<file path="src/vrt_pkg.sv">
// Package with transaction types and constants shared by the voxel ray traversal block.
package vrt_pkg;

	localparam int CELL_W = 12;
	localparam int SLEN_W = 32;
	localparam int DIST_W = 44;
	localparam int LIM_W  = 10;
	localparam logic [LIM_W-1:0] LIMIT_RESET = 10'd1000;

	localparam logic OP_WRITE = 1'b0;
	localparam logic OP_CAST  = 1'b1;

	typedef logic signed [CELL_W-1:0] cell_t;
	typedef logic [SLEN_W-1:0] slen_t;
	typedef logic [DIST_W-1:0] dist_t;

	typedef struct packed {
		logic               operation;
		logic [4:0]         cell_x;
		logic [4:0]         cell_y;
		logic [4:0]         cell_z;
		logic               solid_bit;
		logic signed [23:0] origin_x;
		logic signed [23:0] origin_y;
		logic signed [23:0] origin_z;
		logic signed [15:0] dir_x;
		logic signed [15:0] dir_y;
		logic signed [15:0] dir_z;
		logic               stop_before;
	} vrt_req_t;

	typedef struct packed {
		logic signed [11:0] hit_x;
		logic signed [11:0] hit_y;
		logic signed [11:0] hit_z;
		logic               found;
		logic [9:0]         steps_taken;
	} vrt_rsp_t;

endpackage

</file>
<file path="src/vrt_setup.sv">
// Ray set-up unit: norm, bit-serial square root, shared divider and start distances.
module vrt_setup import vrt_pkg::*; (
	input  logic                    clk,
	input  logic                    arst_n,
	input  logic                    start,
	input  logic [2:0][15:0]        dir,
	input  logic [2:0][15:0]        frac,
	output logic                    done,
	output slen_t [2:0]             step_len,
	output dist_t [2:0]             bdist
);

	typedef enum logic [4:0] {
		S_IDLE = 5'b00001,
		S_NORM = 5'b00010,
		S_ROOT = 5'b00100,
		S_LOAD = 5'b01000,
		S_DIV  = 5'b10000
	} sst_t;

	sst_t        state_q;
	logic [1:0]  axis_q;
	logic [4:0]  iter_q;
	logic [31:0] norm_q;
	logic [31:0] rad_q;
	logic [34:0] rem_q;
	logic [31:0] root_q;
	logic [31:0] dq_q;
	logic [16:0] drem_q;
	logic        done_q;
	logic        mul_q;

	logic signed [15:0] d_cur;
	logic signed [31:0] sq;
	logic [31:0]        norm_nx;
	logic [34:0]        rem_sh;
	logic [34:0]        trial;
	logic [16:0]        mag;
	logic [16:0]        dr_sh;
	logic               d_pos;
	logic [16:0]        f_cur;
	logic [48:0]        prod;

	// per-axis operands
	always_comb begin
		d_cur   = $signed(dir[axis_q]);
		sq      = d_cur * d_cur;
		norm_nx = norm_q + sq;
		rem_sh  = {rem_q[32:0], rad_q[31:30]};
		trial   = {1'b0, root_q, 2'b01};
		mag     = d_cur[15] ? 17'(-$signed({d_cur[15], d_cur})) : 17'(d_cur);
		dr_sh   = {drem_q[15:0], dq_q[31]};
		d_pos   = !d_cur[15] && (d_cur != '0);
		f_cur   = d_pos ? (17'h10000 - 17'(frac[axis_q])) : 17'(frac[axis_q]);
		prod    = 49'(dq_q) * 49'(f_cur);
	end

	// sequencer
	always_ff @(posedge clk or negedge arst_n) begin
		if (!arst_n) begin
			state_q <= S_IDLE;
			axis_q  <= '0;
			iter_q  <= '0;
			done_q  <= 1'b0;
			mul_q   <= 1'b0;
		end else begin
			done_q <= 1'b0;
			unique case (state_q)
				S_IDLE: begin
					if (start) begin
						state_q <= S_NORM;
						axis_q  <= '0;
					end
				end
				S_NORM: begin
					if (axis_q == 2'd2) begin
						state_q <= S_ROOT;
						iter_q  <= '0;
					end else begin
						axis_q <= axis_q + 1'b1;
					end
				end
				S_ROOT: begin
					iter_q <= iter_q + 1'b1;
					if (iter_q == 5'd31) begin
						state_q <= S_LOAD;
						axis_q  <= '0;
					end
				end
				S_LOAD: begin
					iter_q <= '0;
					mul_q  <= 1'b0;
					if (d_cur != '0) begin
						state_q <= S_DIV;
					end else if (axis_q == 2'd2) begin
						state_q <= S_IDLE;
						done_q  <= 1'b1;
					end else begin
						axis_q <= axis_q + 1'b1;
					end
				end
				S_DIV: begin
					if (mul_q) begin
						if (axis_q == 2'd2) begin
							state_q <= S_IDLE;
							done_q  <= 1'b1;
						end else begin
							axis_q  <= axis_q + 1'b1;
							state_q <= S_LOAD;
						end
					end else begin
						iter_q <= iter_q + 1'b1;
						if (iter_q == 5'd31) begin
							mul_q <= 1'b1;
						end
					end
				end
				default: state_q <= S_IDLE;
			endcase
		end
	end

	// datapath
	always_ff @(posedge clk) begin
		case (state_q)
			S_IDLE: begin
				norm_q <= '0;
			end
			S_NORM: begin
				norm_q <= norm_nx;
				if (axis_q == 2'd2) begin
					rad_q  <= norm_nx;
					rem_q  <= '0;
					root_q <= '0;
				end
			end
			S_ROOT: begin
				rad_q <= {rad_q[29:0], 2'b00};
				if (rem_sh >= trial) begin
					rem_q  <= rem_sh - trial;
					root_q <= {root_q[30:0], 1'b1};
				end else begin
					rem_q  <= rem_sh;
					root_q <= {root_q[30:0], 1'b0};
				end
			end
			S_LOAD: begin
				dq_q   <= root_q;
				drem_q <= '0;
				if (d_cur == '0) begin
					step_len[axis_q] <= '0;
					bdist[axis_q]    <= '0;
				end
			end
			S_DIV: begin
				if (mul_q) begin
					step_len[axis_q] <= dq_q;
					bdist[axis_q]    <= DIST_W'(prod[48:16]);
				end else if (dr_sh >= mag) begin
					drem_q <= dr_sh - mag;
					dq_q   <= {dq_q[30:0], 1'b1};
				end else begin
					drem_q <= dr_sh;
					dq_q   <= {dq_q[30:0], 1'b0};
				end
			end
			default: ;
		endcase
	end

	assign done = done_q;

endmodule

</file>
<file path="config.mk">
export PLATFORM = sky130hd
export DESIGN_NAME = vrt_setup
export DESIGN_NICKNAME = d
export VERILOG_FILES = /design/src/vrt_pkg.sv /design/src/vrt_setup.sv
export SDC_FILE = /design/constraint.sdc
export NUM_CORES = 2
export LEC_CHECK = 0
export CORE_UTILIZATION = 40
export DETAILED_ROUTE_END_ITERATION = 12
export DONT_BUFFER_PORTS = 1
export PLACE_DENSITY = 0.57
export SYNTH_ARGS = -nofsm -noshare
export SYNTH_HDL_FRONTEND = slang
export SYNTH_SLANG_ARGS = --single-unit
</file>
<file path="constraint.sdc">
create_clock -name clk -period 10.1 [get_ports clk]
set_input_delay 0 -clock clk [delete_from_list [all_inputs] [get_ports clk]]
set_output_delay 0 -clock clk [all_outputs]
set_load 0.03 [all_outputs]
</file>
==> metrics.csv <==
metric,value,unit
outcome,finished clean,
DR vias,33588,
worst-margin pin slew,1.13,ns
worst hold path type,in2async,
nets@finish,5855,
Vert. Die Dim,346,um
Crit Path Class,reg2reg,
ANT nets after route,0,
CTS tree,yes,
FF-to-FF setup slack,0.49,ns
final period utilization,0.951,
Gate Count Post-Synth,4836,
Mapped Area,47400,um^2
CTS clock-pin slew for the worst setup and hold paths,0.07,ns
RR Startpoint,axis_q[1],
Max Cap Violations,0,
ys async rst share,0.0334,
FF-to-FF path depth,31,
nature of the critical path startpoint,flop,
crit path capture,bdist[65],
clk_lat worst skew,0.64,ns
"worst slack, placed",0.220,ns
IO buf count,0,
routed vias/inst,5.31,
first-pass GRT wire length,206000,um
total wire length,130000,um
share of the synthesized area in the top cell type,0.303,
Avg Synthesized Cell Area,9.80,um^2
slowest CP cell,dfrtp_4,
pin count of the biggest net entering global routing,196,
Max Clock Freq,104,MHz
TNS Setup,0,ns
setup slack after layout,0.494,ns
TritonCTS Buffers,49,
average routed wire per standard cell,20.5,um
CP max FO,27,
synth warn,0,
FF-to-FF End,bdist[65],
CTS sink cnt,419,
Setup Viol. Count Final,0,
Initial DRC Count,2292,
Final GP Congestion,0.885,
top post-synthesis cells by count,"inv_1 (909), fa_1 (717), nand2_1 (710)",
Critical Path Start,axis_q[1],
most frequent cell after synthesis,inv_1,
initial antenna violation count,5,
Final Max Slew Viols,0,
crit end category,flop,
RSZ-0062 raised after global routing,false,
Initial Utilization,0.405,
area grow syn2layout,7.89,%
Worst EP required,10.48,ns
fraction of layout cells with a size suffix above 1,0.0565,
CP most frequent cell,fa_1,
CTS root buf,clkbuf_16,
DR pass1 iterations,5,
CP peak stage delay,0.62,ns
number of synthesized flops with an enable pin,405,
hpwl dp,101000,um
min cycle time layout,9.61,ns
clk_skew,0.0367,ns
relative slew slack,0.244,
#FFs+latches synth,419,
DRC Markers,0,
num rows,125,
die width,346,um
vias in the first global route,34911,
io pins,328,
ranking of synthesized cells by area,"fa_1 (30%), edfxtp_1 (26%), ha_1 (7.5%), inv_1 (7.2%), nand2_1 (5.6%)",
final hold vios,0,
post-synth top area cell,fa_1,
total track usage,0.222,
Core Area,117000,um^2
Arrival @ worst endpoint,9.99,ns
total gr overflow,0,
H-tree levels,2,
CTS Buffer Depth,3,
Yosys cell types,82,
post-synthesis sequential area ratio,0.264,
post-synthesis net count,5935,
die area,120000,um^2
"Primary FF master, synth",edfxtp_1,
# fillers,11238,
worst min-delay path by stage:
stage | startpoint | endpoint
after CTS | arst_n | state_q[1]
after global routing | arst_n | state_q[1]
after global placement | arst_n | done
final | arst_n | axis_q[1]
after detailed placement | arst_n | done
after floorplan | arst_n | axis_q[0]
metal layers:
metal	GRT usage	wire length, um	share of wire
met1	0.299	56000	0.43
met2	0.375	63800	0.49
met3	0.0324	7140	0.055
met4	0.0529	2920	0.022
met5	0	13	0.00010
flip-flops by register name, summed over array words and instances (netlist names):
name,cells
step_len,96
mul_q,1
bdist,132
drem_q,16
dq_q,32
rem_q,33
state_q,5
done,1
root_q,32
axis_q,2
rad_q,32
iter_q,5
norm_q,32
cell type report:
type / count / area (um^2) / area share
antenna: 2 / 5.00 / 0.0000979
clock buffer: 52 / 1260 / 0.0246
clock inverter: 40 / 567 / 0.0111
inverter: 915 / 3440 / 0.0672
multi-input combinational: 3271 / 30600 / 0.599
sequential: 419 / 12500 / 0.245
tap: 1524 / 1910 / 0.0373
timing repair buffer: 100 / 792 / 0.0155
cells in the final DEF, fill, tap and decap left out, types with 12 or more instances in the layout:
cell type,instances
fa_1,717
a21oi_1,142
nor3_1,24
xor2_1,42
nand2_1,709
mux2i_1,69
a211oi_1,13
clkbuf_16,49
o21ai_0,135
a31oi_1,15
a22o_1,21
ha_1,282
o21a_1,13
nor2_1,272
o22ai_1,132
clkinv_2,13
and2_1,218
and3_1,58
a31o_2,13
xnor2_1,81
buf_4,93
edfxtp_1,405
inv_1,906
nand4_1,21
a21o_1,66
nand2b_1,12
nand3_1,35
metrics by stage:
step | hold slack, ns | utilization | std cells | instance area [um^2]
finish | 0.0185 | 0.437 | 6323 | 51100
global placement | -0.295 | 0.421 | 6224 | 49200
detailed placement | -0.295 | 0.421 | 6224 | 49200
floorplan | -0.296 | - | 4836 | 47400
global route | 0.0423 | 0.437 | 6321 | 51100
CTS | 0.00152 | 0.437 | 6318 | 51000
repair_timing:
item	4_1_cts	5_1_grt
buffers inserted	0	3
setup endpoints to repair	0	50
hold endpoints to repair	19	0
hold buffers	2	0
resized for setup	0	13
critical path: cells and delay by family, from the launching register on:
family          cells  cell delay, ns
xor+xnor            2            0.67
flops               1            0.62
simple gates        5            0.93
buf+inv             6            0.86
fa+ha+maj           7            3.36
mux                 1            0.35
compound gates     10            2.55
kinds of logic (layout without fill, tap and decap cells):
logic type | count (synthesis) | after routing | synth area share
xor+xnor | 137 | 137 | 0.0263
buf+inv | 1146 | 1107 | 0.0938
flops | 419 | 419 | 0.264
mux | 72 | 72 | 0.0153
compound gates | 650 | 650 | 0.0878
simple gates | 1412 | 1412 | 0.135
other cells | 0 | 2 | 0
fa+ha+maj | 1000 | 1000 | 0.378
Power is not shown: default switching activity piles up to over one toggle a cycle in this logic, so the estimate is an artifact.
